## src/design/tofrcg_pkg.sv

```systemverilog
// Package for the time-of-flight range confidence grader: types, constants, tables.
package tofrcg_pkg;

  localparam int unsigned NoisePoints = 10;
  localparam int unsigned NoiseIdxW   = 4;

  localparam logic [31:0] PeakLimit = 32'd2400;
  localparam logic [31:0] SnrLimit  = 32'd80;
  localparam logic [31:0] HighPeak  = 32'd8000000;
  localparam logic [31:0] MidPeak   = 32'd4000000;
  localparam logic [31:0] NearPeak  = 32'd800000;
  localparam logic [31:0] AllOnes   = 32'hFFFF_FFFF;

  localparam logic [2:0] RegPileupA = 3'd0;
  localparam logic [2:0] RegPileupB = 3'd1;
  localparam logic [2:0] RegPileupC = 3'd2;
  localparam logic [2:0] RegPileupD = 3'd3;
  localparam logic [2:0] RegOffset  = 3'd4;

  localparam logic [1:0] StatConfident = 2'd0;
  localparam logic [1:0] StatSemi      = 2'd1;
  localparam logic [1:0] StatNot       = 2'd2;

  typedef struct packed {
    logic signed [15:0] raw_distance;
    logic [31:0]        peak_main;
    logic [15:0]        noise_count;
    logic [31:0]        peak_ref;
    logic [23:0]        integration_count;
  } in_item_t;

  typedef struct packed {
    logic signed [15:0] distance_mm;
    logic [1:0]         range_status;
    logic [31:0]        peak_out;
    logic [15:0]        noise_out;
    logic [6:0]         confidence;
  } out_item_t;

  typedef struct packed {
    logic [2:0]  index;
    logic [31:0] data;
  } cfg_wr_t;

  // datapath micro-operations
  typedef enum logic [3:0] {
    OpLoad, OpRate, OpDen, OpQ, OpT, OpBias, OpP1r, OpNr, OpSeg,
    OpLow, OpUp, OpConf, OpSnr, OpFinish
  } op_e;

  typedef struct packed {
    logic load;
    logic issue;
    op_e  op;
  } dp_cmd_t;

  typedef struct packed {
    logic div_busy;
    logic seg_done;
  } dp_sts_t;

  function automatic logic [31:0] tab_noise(input logic [NoiseIdxW-1:0] i);
    logic [31:0] v;
    case (i)
      4'd0: v = 32'd19;    4'd1: v = 32'd83;    4'd2: v = 32'd163;
      4'd3: v = 32'd691;   4'd4: v = 32'd1243;  4'd5: v = 32'd2539;
      4'd6: v = 32'd5091;  4'd7: v = 32'd10395; 4'd8: v = 32'd20427;
      4'd9: v = 32'd33235;
      default: v = 32'd0;
    endcase
    return v;
  endfunction

  function automatic logic [31:0] tab_lower(input logic [NoiseIdxW-1:0] i);
    logic [31:0] v;
    case (i)
      4'd0: v = 32'd16;   4'd1: v = 32'd25;   4'd2: v = 32'd45;
      4'd3: v = 32'd145;  4'd4: v = 32'd258;  4'd5: v = 32'd501;
      4'd6: v = 32'd1004; 4'd7: v = 32'd1980; 4'd8: v = 32'd3804;
      4'd9: v = 32'd6063;
      default: v = 32'd0;
    endcase
    return v;
  endfunction

  function automatic logic [31:0] tab_upper(input logic [NoiseIdxW-1:0] i);
    logic [31:0] v;
    case (i)
      4'd0: v = 32'd26;   4'd1: v = 32'd35;   4'd2: v = 32'd61;
      4'd3: v = 32'd173;  4'd4: v = 32'd303;  4'd5: v = 32'd574;
      4'd6: v = 32'd1148; 4'd7: v = 32'd2220; 4'd8: v = 32'd4230;
      4'd9: v = 32'd6705;
      default: v = 32'd0;
    endcase
    return v;
  endfunction

endpackage

```

## src/design/tofrcg_div.sv

```systemverilog
// Radix-2 restoring 32-bit unsigned divider, one quotient bit per cycle.
module tofrcg_div (
  input  logic        clk_i,
  input  logic        rst_ni,
  input  logic        start_i,
  input  logic [31:0] num_i,
  input  logic [31:0] den_i,
  output logic        busy_o,
  output logic [31:0] quo_o
);
  logic [31:0] rem_q, rem_d, quo_q, quo_d, den_q, den_d;
  logic [5:0]  cnt_q, cnt_d;
  logic [32:0] trial;

  assign trial = {rem_q, quo_q[31]} - {1'b0, den_q};

  always_comb begin
    rem_d = rem_q;
    quo_d = quo_q;
    den_d = den_q;
    cnt_d = cnt_q;
    if (start_i) begin
      rem_d = '0;
      quo_d = num_i;
      den_d = den_i;
      cnt_d = (den_i == '0) ? 6'd0 : 6'd32;
      if (den_i == '0) quo_d = tofrcg_pkg::AllOnes;
    end else if (cnt_q != '0) begin
      cnt_d = cnt_q - 6'd1;
      if (!trial[32]) begin
        rem_d = trial[31:0];
        quo_d = {quo_q[30:0], 1'b1};
      end else begin
        rem_d = {rem_q[30:0], quo_q[31]};
        quo_d = {quo_q[30:0], 1'b0};
      end
    end
  end

  always_ff @(posedge clk_i or negedge rst_ni) begin
    if (!rst_ni) begin
      cnt_q <= '0;
    end else begin
      cnt_q <= cnt_d;
    end
  end

  always_ff @(posedge clk_i) begin
    rem_q <= rem_d;
    quo_q <= quo_d;
    den_q <= den_d;
  end

  assign busy_o = (cnt_q != '0);
  assign quo_o  = quo_q;
endmodule

```

## src/design/tofrcg_datapath.sv

```systemverilog
// Datapath: config registers, working registers, shared divider and result assembly.
module tofrcg_datapath (
  input  logic                  clk_i,
  input  logic                  rst_ni,
  input  logic                  cfg_we_i,
  input  tofrcg_pkg::cfg_wr_t   cfg_i,
  input  tofrcg_pkg::in_item_t  item_i,
  input  tofrcg_pkg::dp_cmd_t   cmd_i,
  output tofrcg_pkg::dp_sts_t   sts_o,
  output tofrcg_pkg::out_item_t result_o
);
  localparam int unsigned IdxW = tofrcg_pkg::NoiseIdxW;
  localparam logic [IdxW-1:0] LastSeg = IdxW'(tofrcg_pkg::NoisePoints - 2);

  logic [31:0] a_q, b_q, c_q, d_q;
  logic [15:0] off_q;
  tofrcg_pkg::in_item_t it_q;
  logic [31:0] rate_q, q_q, t_q, bias_q, p1r_q, nr_q, lo_q, up_q, conf_q, dist_q;
  logic [31:0] acc_q, acc_d;
  logic        neg_q, neg_d;
  logic [tofrcg_pkg::NoiseIdxW-1:0] seg_q;
  logic        seg_done_q;

  logic        div_start, div_busy;
  logic [31:0] div_num, div_den, div_quo, quo_s;
  logic [31:0] dist_sum, lo_tab, up_tab, n0, n1, span, mag;
  logic [31:0] nr_diff;
  logic [1:0]  status;
  logic [31:0] conf_sat;

  tofrcg_div u_div (
    .clk_i  (clk_i),
    .rst_ni (rst_ni),
    .start_i(div_start),
    .num_i  (div_num),
    .den_i  (div_den),
    .busy_o (div_busy),
    .quo_o  (div_quo)
  );

  assign n0      = tofrcg_pkg::tab_noise(seg_q);
  assign n1      = tofrcg_pkg::tab_noise(seg_q + 1'b1);
  assign span    = n1 - n0;
  assign nr_diff = nr_q - n0;
  assign mag     = nr_diff[31] ? (32'd0 - nr_diff) : nr_diff;
  assign quo_s   = neg_q ? (32'd0 - div_quo) : div_quo;

  // operands of each division and the product into acc
  always_comb begin
    div_num = '0;
    div_den = '0;
    acc_d   = acc_q;
    neg_d   = neg_q;
    lo_tab  = tofrcg_pkg::tab_lower(seg_q + 1'b1) - tofrcg_pkg::tab_lower(seg_q);
    up_tab  = tofrcg_pkg::tab_upper(seg_q + 1'b1) - tofrcg_pkg::tab_upper(seg_q);
    case (cmd_i.op)
      tofrcg_pkg::OpRate: begin
        div_num = {it_q.peak_ref[27:0], 4'd0};
        div_den = {8'd0, it_q.integration_count};
      end
      tofrcg_pkg::OpDen: acc_d = rate_q * d_q;
      tofrcg_pkg::OpQ: begin
        div_num = a_q;
        div_den = b_q - acc_q;
      end
      tofrcg_pkg::OpBias: begin
        div_num = t_q[31] ? (32'd0 - t_q) : t_q;
        div_den = d_q[31] ? (32'd0 - d_q) : d_q;
        neg_d   = t_q[31] ^ d_q[31];
      end
      tofrcg_pkg::OpP1r: begin
        div_den = {8'd0, it_q.integration_count};
        if (it_q.peak_main > tofrcg_pkg::HighPeak)
          div_num = {it_q.peak_main[23:0], 8'd0};
        else if (it_q.peak_main > tofrcg_pkg::MidPeak)
          div_num = {it_q.peak_main[22:0], 9'd0};
        else
          div_num = {it_q.peak_main[21:0], 10'd0};
        neg_d = 1'b0;
      end
      tofrcg_pkg::OpNr: begin
        div_num = {it_q.noise_count, 16'd0};
        div_den = {8'd0, it_q.integration_count};
      end
      tofrcg_pkg::OpLow: begin
        acc_d   = lo_tab * mag;
      end
      tofrcg_pkg::OpUp: begin
        div_num = acc_q;
        div_den = span;
        acc_d   = up_tab * mag;
      end
      tofrcg_pkg::OpConf: begin
        div_num = acc_q;
        div_den = span;
      end
      tofrcg_pkg::OpSnr: begin
        div_num = 32'd100 * (p1r_q - lo_q);
        div_den = up_q - lo_q;
      end
      tofrcg_pkg::OpFinish: begin
        div_num = it_q.peak_main;
        div_den = {16'd0, it_q.noise_count};
      end
      default: ;
    endcase
  end

  assign div_start = cmd_i.issue;
  assign dist_sum = 32'(it_q.raw_distance) + {16'd0, bias_q[15:0]} - {16'd0, off_q};

  always_ff @(posedge clk_i or negedge rst_ni) begin
    if (!rst_ni) begin
      a_q <= '0;
      b_q <= '0;
      c_q <= '0;
      d_q <= 32'd1;
      off_q <= '0;
      seg_done_q <= 1'b0;
      seg_q <= '0;
    end else begin
      if (cfg_we_i) begin
        unique case (cfg_i.index)
          tofrcg_pkg::RegPileupA: a_q <= cfg_i.data;
          tofrcg_pkg::RegPileupB: b_q <= cfg_i.data;
          tofrcg_pkg::RegPileupC: c_q <= cfg_i.data;
          tofrcg_pkg::RegPileupD: d_q <= cfg_i.data;
          tofrcg_pkg::RegOffset:  off_q <= cfg_i.data[15:0];
          default: ;
        endcase
      end
      if (cmd_i.op == tofrcg_pkg::OpNr && !cmd_i.issue && !div_busy) begin
        seg_q <= '0;
        seg_done_q <= 1'b0;
      end else if (cmd_i.op == tofrcg_pkg::OpSeg && !seg_done_q) begin
        if (nr_q < n1 || seg_q == LastSeg) seg_done_q <= 1'b1;
        else seg_q <= seg_q + 1'b1;
      end
    end
  end

  // each op captures its own result while held with the divider idle
  always_ff @(posedge clk_i) begin
    acc_q <= acc_d;
    neg_q <= neg_d;
    if (cmd_i.load) it_q <= item_i;
    if (!cmd_i.issue && !div_busy) begin
      case (cmd_i.op)
        tofrcg_pkg::OpRate: rate_q <= div_quo;
        tofrcg_pkg::OpQ:    q_q <= div_quo;
        tofrcg_pkg::OpT:    t_q <= q_q - c_q;
        tofrcg_pkg::OpBias: begin
          bias_q <= (d_q == '0) ? 32'd0 : (quo_s[31] ? 32'd0 : quo_s);
        end
        tofrcg_pkg::OpP1r: begin
          if (it_q.peak_main > tofrcg_pkg::HighPeak) p1r_q <= {div_quo[29:0], 2'd0};
          else if (it_q.peak_main > tofrcg_pkg::MidPeak) p1r_q <= {div_quo[30:0], 1'b0};
          else p1r_q <= div_quo;
        end
        tofrcg_pkg::OpNr:   nr_q <= {div_quo[30:0], 1'b0};
        tofrcg_pkg::OpUp:   lo_q <= div_quo + tofrcg_pkg::tab_lower(seg_q);
        tofrcg_pkg::OpConf: up_q <= div_quo + tofrcg_pkg::tab_upper(seg_q);
        tofrcg_pkg::OpSnr: begin
          if (p1r_q < lo_q) conf_q <= 32'd0;
          else if (p1r_q > up_q) conf_q <= 32'd100;
          else conf_q <= div_quo;
        end
        tofrcg_pkg::OpFinish: dist_q <= dist_sum;
        default: ;
      endcase
    end
  end

  // final grading uses the peak-to-noise quotient of the last division directly from the divider
  logic [31:0] conf_f;
  always_comb begin
    conf_f = conf_q;
    if (it_q.peak_main < tofrcg_pkg::PeakLimit && div_quo < tofrcg_pkg::SnrLimit)
      conf_f = 32'd0;
    if (conf_f >= 32'd90) status = tofrcg_pkg::StatConfident;
    else if (conf_f >= 32'd30) status = tofrcg_pkg::StatSemi;
    else status = tofrcg_pkg::StatNot;
    if ((dist_q[15] || dist_q[15:0] < 16'd50) && it_q.peak_main < tofrcg_pkg::NearPeak)
      status = tofrcg_pkg::StatNot;
    conf_sat = (conf_f > 32'd100) ? 32'd100 : conf_f;
  end

  assign result_o.distance_mm  = dist_q[15:0];
  assign result_o.range_status = status;
  assign result_o.peak_out     = it_q.peak_main;
  assign result_o.noise_out    = it_q.noise_count;
  assign result_o.confidence   = conf_sat[6:0];

  assign sts_o.div_busy = div_busy;
  assign sts_o.seg_done = seg_done_q;
endmodule

```

## src/design/tofrcg_ctrl.sv

```systemverilog
// Controller: sequences the datapath operations for one frame.
module tofrcg_ctrl (
  input  logic                clk_i,
  input  logic                rst_ni,
  input  logic                start_i,
  input  tofrcg_pkg::dp_sts_t sts_i,
  output tofrcg_pkg::dp_cmd_t cmd_o,
  output logic                busy_o,
  output logic                done_o
);
  typedef enum logic [1:0] {StIdle, StIssue, StWait, StOut} state_e;

  state_e            state_q;
  tofrcg_pkg::op_e   op_q;
  logic              done_q;

  // ops that run a division; the others do not use the divider
  function automatic logic uses_div(input tofrcg_pkg::op_e op);
    return op == tofrcg_pkg::OpRate || op == tofrcg_pkg::OpQ ||
           op == tofrcg_pkg::OpBias || op == tofrcg_pkg::OpP1r ||
           op == tofrcg_pkg::OpNr   || op == tofrcg_pkg::OpUp  ||
           op == tofrcg_pkg::OpConf || op == tofrcg_pkg::OpSnr ||
           op == tofrcg_pkg::OpFinish;
  endfunction

  // each op issues its division, if any, and moves on once the divider is idle and any segment search is done
  always_ff @(posedge clk_i or negedge rst_ni) begin
    if (!rst_ni) begin
      state_q <= StIdle;
      op_q    <= tofrcg_pkg::OpLoad;
      done_q  <= 1'b0;
    end else begin
      done_q <= 1'b0;
      unique case (state_q)
        StIdle: if (start_i) begin
          op_q    <= tofrcg_pkg::OpRate;
          state_q <= StIssue;
        end
        StIssue: state_q <= StWait;
        StWait: if (!sts_i.div_busy &&
                    (op_q != tofrcg_pkg::OpSeg || sts_i.seg_done)) begin
          if (op_q == tofrcg_pkg::OpFinish) begin
            state_q <= StOut;
          end else begin
            op_q    <= tofrcg_pkg::op_e'(op_q + 1'b1);
            state_q <= StIssue;
          end
        end
        StOut: begin
          done_q  <= 1'b1;
          state_q <= StIdle;
        end
        default: state_q <= StIdle;
      endcase
    end
  end

  always_comb begin
    cmd_o.load  = (state_q == StIdle) && start_i;
    cmd_o.op    = (state_q == StOut) ? tofrcg_pkg::OpLoad : op_q;
    cmd_o.issue = (state_q == StIssue) && uses_div(op_q);
    if (state_q == StWait || state_q == StIssue) cmd_o.op = op_q;
  end

  assign busy_o = (state_q != StIdle) || done_q;
  assign done_o = done_q;
endmodule

```

## src/design/tof_range_confidence_grader_core.sv

```systemverilog
// Top level of the time-of-flight range confidence grader.
// Each frame runs nine 32-bit divisions on one shared radix-2 divider, the operations
// without a division, a table segment search and an output state. A zero divisor ends
// its division early.
// The next start transfer is taken in the cycle after the strobe; busy is high until then.
// Result shown for one cycle on result_valid_o, receiver cannot stall; reset loads reg defaults.
module tof_range_confidence_grader_core (
  input  logic                  clk_i,
  input  logic                  rst_ni,
  input  logic                  start,
  output logic                  busy,
  input  tofrcg_pkg::in_item_t  item_i,
  output logic                  result_valid_o,
  output tofrcg_pkg::out_item_t result_o,
  input  logic                  cfg_valid_i,
  output logic                  cfg_ready_o,
  input  logic [2:0]            cfg_index_i,
  input  logic [31:0]           cfg_data_i
);
  tofrcg_pkg::dp_cmd_t cmd;
  tofrcg_pkg::dp_sts_t sts;
  tofrcg_pkg::cfg_wr_t cfg;
  logic                ctrl_busy;

  assign cfg.index   = cfg_index_i;
  assign cfg.data    = cfg_data_i;
  assign cfg_ready_o = 1'b1;
  assign busy        = ctrl_busy;

  tofrcg_ctrl u_ctrl (
    .clk_i  (clk_i),
    .rst_ni (rst_ni),
    .start_i(start && !ctrl_busy),
    .sts_i  (sts),
    .cmd_o  (cmd),
    .busy_o (ctrl_busy),
    .done_o (result_valid_o)
  );

  tofrcg_datapath u_dp (
    .clk_i   (clk_i),
    .rst_ni  (rst_ni),
    .cfg_we_i(cfg_valid_i),
    .cfg_i   (cfg),
    .item_i  (item_i),
    .cmd_i   (cmd),
    .sts_o   (sts),
    .result_o(result_o)
  );
endmodule

```

## config.mk

```make
export PLATFORM = sky130hd
export DESIGN_NAME = tof_range_confidence_grader_core
export DESIGN_NICKNAME = d
export VERILOG_FILES = /design/src/design/tofrcg_pkg.sv /design/src/design/tofrcg_div.sv /design/src/design/tofrcg_datapath.sv /design/src/design/tofrcg_ctrl.sv /design/src/design/tof_range_confidence_grader_core.sv
export SDC_FILE = /design/constraint.sdc
export NUM_CORES = 2
export LEC_CHECK = 0
export BUFFER_PORTS_ARGS = -buffer_cell sky130_fd_sc_hd__buf_2
export CAP_MARGIN = 10
export CORE_ASPECT_RATIO = 0.75
export CORE_UTILIZATION = 35
export CTS_CLUSTER_SIZE = 8
export DETAILED_ROUTE_END_ITERATION = 8
export PLACE_DENSITY = 0.48
export SLEW_MARGIN = 40
export SYNTH_ARGS = -nofsm -noshare
export SYNTH_HDL_FRONTEND = slang
export SYNTH_SLANG_ARGS = --single-unit
```

## constraint.sdc

```tcl
create_clock -name clk_i -period 26.9 [get_ports clk_i]
set_input_delay 2.69 -clock clk_i [delete_from_list [all_inputs] [get_ports clk_i]]
set_output_delay 2.69 -clock clk_i [all_outputs]
set_load 0.01 [all_outputs]
```

## Yosys cells after proc, flatten, opt, wreduce, memory -nomap -nowiden

Memory sizes are Yosys's and may differ from the RTL's.
Cells that the tools add are included.

| cells by class | value |
|---|---|
| bitwise operators | 1 |
| $lt $le $gt $ge | 12 |
| equality and inequality tests | 35 |
| reductions and logical operators | 63 |
| add/subtract/negate cells | 20 |
| muxes and demuxes | 47 |
| multipliers | 4 |

Operators by type and width:

| operator | number |
|---|---|
| two-way mux 32 bit | 17 |
| one-hot mux 32 bit (8 select lines) | 1 |
| subtractor 32 bit | 8 |
| one-hot mux 32 bit (6 select lines) | 1 |
| subtractor 1 x 32 -> 32 bit (first input constant) | 4 |
| multiplier 32 x 32 -> 32 bit | 3 |
| one-hot mux 32 bit (3 select lines) | 1 |
| adder 32 bit | 2 |
| logical NOT 32 bit | 2 |
| less-than comparator 32 bit | 2 |
| == test 4 bit (second input constant) | 11 |
| AND reduction 2 bit | 18 |
| subtractor 33 x 32 -> 33 bit | 1 |
| >= comparator 32 x 5 -> 1 bit (second input constant) | 1 |
| >= comparator 32 x 7 -> 1 bit (second input constant) | 1 |
| > comparator 32 x 22 -> 1 bit (second input constant) | 1 |
| > comparator 32 x 23 -> 1 bit (second input constant) | 1 |
| > comparator 32 bit | 1 |
| > comparator 32 x 7 -> 1 bit (second input constant) | 1 |
| less-than comparator 32 x 12 -> 1 bit (second input constant) | 1 |
| less-than comparator 32 x 20 -> 1 bit (second input constant) | 1 |
| less-than comparator 32 x 7 -> 1 bit (second input constant) | 1 |
| multiplier 5 x 32 -> 30 bit (first input constant) | 1 |
| two-way mux 4 bit | 8 |
| 35 further kinds | 93 |

| storage, ports and cells | value |
|---|---|
| logic and storage cells | 224 |
| register bits after elaboration | 694 |
| bits in read-only memories | 1,728 |
| input port bits | 159 |
| output and inout port bits | 76 |
| memories kept | 8 |

Memories:

| name | words | width | read ports | clocked after memory_dff | write ports | RTL line | RTL |
|---|---|---|---|---|---|---|---|
| (no name shown) | 16 | 15 | 1 | 0 | 0 | tofrcg_pkg.sv:64 | `case (i)` |
| (no name shown) | 16 | 15 | 1 | 0 | 0 | tofrcg_pkg.sv:64 |  |
| (no name shown) | 16 | 13 | 1 | 0 | 0 | tofrcg_pkg.sv:76 | `case (i)` |
| (no name shown) | 16 | 13 | 1 | 0 | 0 | tofrcg_pkg.sv:88 | `case (i)` |
| (no name shown) | 16 | 13 | 1 | 0 | 0 | tofrcg_pkg.sv:76 |  |
| (no name shown) | 16 | 13 | 1 | 0 | 0 | tofrcg_pkg.sv:76 |  |
| +2 memories | -- | -- | -- | -- | -- | -- |  |

## Logic depth before layout (Yosys ltp)

| logic depth | value |
|---|---|
| depth in word-level cells | 15 |
| gate-level depth with buffers | 49 |

## By module

Synthesis repeated with hierarchy kept, for this count alone.

| unflattened totals | value |
|---|---|
| cell total of the unflattened synthesis | 10,300 |
| area, all modules | 94,543.2 µm² |

Modules (own cells, without submodules):

| module | area an instance (µm²) | sequential area each (µm²) | instances | cells an instance |
|---|---|---|---|---|
| tofrcg_datapath | 87,960.6 | 16,822.4 | 1 | 9,655 |
| tofrcg_div | 5,911.9 | 2,712.6 | 1 | 575 |
| tofrcg_ctrl | 645.6 | 175.2 | 1 | 67 |
| tof_range_confidence_grader_core | 25.0 | 0.0 | 1 | 3 |

## Worst setup path after synthesis

No wires, ideal clock.

| path | value |
|---|---|
| kind | register to register |
| start | reg u_dp.seg_q[0] in the netlist's numbering |
| end | reg u_dp.acc_q[30], data pin |
| cell stages (with the launch flop) | 49 |
| required time | 26.633 ns |
| arrival time | 11.365 ns |
| buffers on the path | 5 |
| setup slack | 15.268 ns |
| path through | dfrtp_1 clkbuf_1 clkinv_1 ha_1 clkbuf_1 nand2_1 o21ai_0 nor2_1 nor2_1 ha_1 or4_4 o22a_4 a31oi_1 and3_1 o21ai_1 nand3_1 buf_2 clkbuf_1 [13 not listed] fa_1 inv_1 fa_1 inv_1 fa_1 inv_1 ha_1 o21a_1 o21a_1 and3_1 a211oi_1 o31ai_1 a21oi_1 nor2b_1 a311o_1 xor2_1 a22oi_1 o21ai_0 |

| on the way | value |
|---|---|
| cells in the longest elaborated chain, start to end | 6 |

RTL lines:

| element | RTL line | RTL |
|---|---|---|
| from (decl) | tofrcg_datapath.sv:21 | `logic [tofrcg_pkg::NoiseIdxW-1:0] seg_q;` |
| from (signal assigned) | tofrcg_datapath.sv:137 | `else seg_q <= seg_q + 1'b1;` |
| memory (16 x 15 bit) | -- |  |
| subtractor 32 bit | tofrcg_datapath.sv:44 | `assign nr_diff = nr_q - n0;` |
| subtractor 1 x 32 -> 32 bit | tofrcg_datapath.sv:45 | `assign mag = nr_diff[31] ? (32'd0 - nr_diff) : nr_diff;` |
| two-way mux 32 bit | tofrcg_datapath.sv:45 |  |
| multiplier 32 x 32 -> 32 bit, on equally long branches | tofrcg_datapath.sv:91, tofrcg_datapath.sv:86 |  |
| one-hot mux 32 bit (3 select lines) * | tofrcg_datapath.sv:56 | `case (cmd_i.op)` |
| net u_dp.acc_d[30] | tofrcg_datapath.sv:19 | `logic [31:0] acc_q, acc_d;` |
| to (signal assigned) | tofrcg_datapath.sv:144 | `acc_q <= acc_d;` |
| to (decl) | tofrcg_datapath.sv:19 |  |

Mark *: on every way through the listed nets, which the timed path passes. The rest lies on a longest branch.
A chain may end at the register's enable or synchronous reset.

## Worst setup path after layout

| path | value |
|---|---|
| start | reg u_dp.seg_q[1] in the netlist's numbering |
| end | reg u_dp.acc_q[30], data pin |

The elaborated chain is that of the path after synthesis.

==> impl_metrics.ini <==
[timing]
final-max-slew-violation-count = 0
fmax_mhz = 69.2
fin_skew_ns = 0.0553
setup_viol = 0
rsz0062_at_grt = no
max_slew_margin = 0.322
final_period_minus_worst_setup_slack_ns = 14.45
tightest_slew_ns = 1.01
setup_tns_ns = 0
period_share = 0.537
hold_violations = 0

[drt]
wirelength_um = 378000
vias = 75800
drt-vias-per-instance = 5.38
wl_per_cell_um = 26.8
drt_pre_antenna_iters = 9
postRouteAntennaNets = 0
drc = 0
dr.first_iter.drc_count = 8472

[logic_synthesis]
ys.flop_type = edfxtp_1
synth-seq-cells = 694
syn_nets = 12600
synth_edf_count = 500
synth.distinct_cells = 107
seq_area_frac_synth = 0.209
synth_area_um2 = 94300
synth_cells = 10400
avgSynthCellArea_um2 = 9.11
yosysWarnings = 0
async_flop_share = 0.233

[setup_path]
path_common_cell = fa_1
worst_ep_arrival_time_ns = 14.82
start_kind = register
max_stage_delay_ns = 0.85
path_class = register to register
critPathCaptureType = register
crit_fanout = 31
cp.required_ns = 27.27
critPathSlowestCell = dfrtp_1

[clock_tree]
cts_resized = 0
clock-sinks = 694
holdBufCountCts = 0
htree_levels = 3
root_buffer = clkbuf_16
postCtsSetupRepairBufs = 0
clkSlewWorstSetupHoldPaths_ns = 0.06
numCtsBuffers = 97
cts_tree = yes
clock_path_buffers = 3
clk_latency_ns = 0.73

[finish]
post_route_cells_drive_above_1_share = 0.0852
fillers = 27100
regArea_um2 = 19700
multiInputGateArea_um2 = 65900
layout.cells.most_common = inv_1
nets = 12600
layout_common_cells = inv_1, fa_1, nand2_1
area_delta_synth_final_pct = 9.86

[die]
core_region_area_um2 = 267000
io_pins = 235
die_area_um2 = 272000
row_count = 164
die_w_um = 601
initial_core_util = 0.353
die_h_um = 452

[grt]
grt_pass1_vias = 75200
grt_max_degree = 93
grt_remaining_overflow = 0
antenna_found_initial = 47
grt_pass1_wl_um = 543000
grtUsageTotal = 0.276

[placement]
gp_congestion = 0.994
hpwl_um = 299000
portBuffers = 229

[min_path]
worstHoldPathType = register to register

[flow_run]
cap_violations = 0

[run_status]
run_status = completed
cell type report:
class	instances	share of cell area
well taps	3569	0.0431
clock inverters	8	0.00161
repair buffers	486	0.0302
clock buffers	168	0.0263
multi-input cells	7155	0.636
diodes	17	0.000411
flip-flops and latches	694	0.190
inverters	2000	0.0725
final timing paths:
| kind | slack (ns) | depth (start not counted) | start | endpoint |
|---|---|---|---|---|
| max in group asynchronous | 23.16 | 3 | rst_ni | u_dp.c_q[11]$_DFFE_PN0P_ |
| min | 0.49 | 2 | u_dp.u_div.rem_q[3]$_SDFFE_PP0P_ | u_dp.u_div.rem_q[3]$_SDFFE_PP0P_ |
| min in group asynchronous | 1.98 | 1 | rst_ni | u_dp.c_q[27]$_DFFE_PN0P_ |
| min reg2reg | 0.49 | 2 | u_dp.u_div.rem_q[3]$_SDFFE_PP0P_ | u_dp.u_div.rem_q[3]$_SDFFE_PP0P_ |
| max | 12.45 | 45 | u_dp.seg_q[1]$_DFFE_PN0P_ | u_dp.acc_q[30]$_DFFE_PP_ |
| max reg2reg | 12.45 | 45 | u_dp.seg_q[1]$_DFFE_PN0P_ | u_dp.acc_q[30]$_DFFE_PP_ |
cell families after synthesis:
| group | Yosys count | synth area share |
|---|---|---|
| AOI/OAI and AO/OA | 1413 | 0.0978 |
| xor gates and xnor gates | 615 | 0.0590 |
| adders and majority gates | 2035 | 0.371 |
| buffers and inverters | 2509 | 0.102 |
| DFF | 694 | 0.209 |
| muxes | 204 | 0.0233 |
| other | 1 | 0.0000398 |
| and+or+nand+nor | 2887 | 0.138 |
worst max-delay path, delay by kind of cell, from the launching register on:
family / cells / cell delay [ns]
mux: 1 / 0.15
buf+inv: 9 / 1.98
compound gates: 16 / 4.57
fa+ha+maj: 11 / 4.84
xor+xnor: 2 / 0.27
flops: 1 / 0.85
simple gates: 6 / 1.39
sequential cells by signal (all words and copies together) (netlist names), 31 cells and up:
signal and flops:
u_dp.p1r_q 32, u_dp.u_div.rem_q 32, u_dp.result_o 48, u_dp.q_q 32, u_dp.b_q 32, u_dp.lo_q 32, u_dp.it_q 68, u_dp.conf_q 32
u_dp.t_q 32, u_dp.u_div.quo_o 32, u_dp.a_q 32, u_dp.d_q 32, u_dp.u_div.den_q 32, u_dp.acc_q 32, u_dp.rate_q 32, u_dp.c_q 32
u_dp.nr_q 31, u_dp.up_q 32
per-stage QoR:
stage                      util  setup WS (ns)  hold WS (ns)  std cells  cell area, µm²
after floorplan               -          15.27         0.450      10400           94300
after global placement    0.375          12.44         0.471      13900          100000
after detailed placement  0.377          12.60         0.487      13900          101000
after CTS                 0.387          12.51         0.494      14100          103000
after global routing      0.388          11.60         0.515      14100          104000
final                     0.388          12.45         0.493      14100          104000
layer usage:
metal / part of all wire / global-route usage
met1: 0.48 / 0.429
met2: 0.39 / 0.377
met3: 0.11 / 0.0775
met4: 0.021 / 0.0512
met5: 0.000029 / 0
synth_stat cells, types with 57 or more instances:
master / n / area share
xor2_1: 193 / 0.018
nor2b_1: 79 / 0.0052
a21o_1: 86 / 0.0068
fa_1: 1268 / 0.27
mux2_2: 123 / 0.015
xnor2_1: 408 / 0.038
dfrtp_1: 161 / 0.043
ha_1: 767 / 0.10
nor3_1: 127 / 0.0067
mux2i_1: 81 / 0.0086
and2_1: 203 / 0.013
inv_1: 1993 / 0.079
edfxtp_1: 500 / 0.16
a21oi_1: 339 / 0.018
or3_1: 57 / 0.0038
nand3_1: 74 / 0.0039
nand2b_1: 145 / 0.0096
nand2_1: 1248 / 0.050
o21ai_0: 372 / 0.020
clkbuf_1: 407 / 0.016
o21a_1: 59 / 0.0047
nor2_1: 740 / 0.029
Power is left out: the tool's default activity adds up to more than one toggle a clock period on the data nets, which glitch-free logic cannot reach.
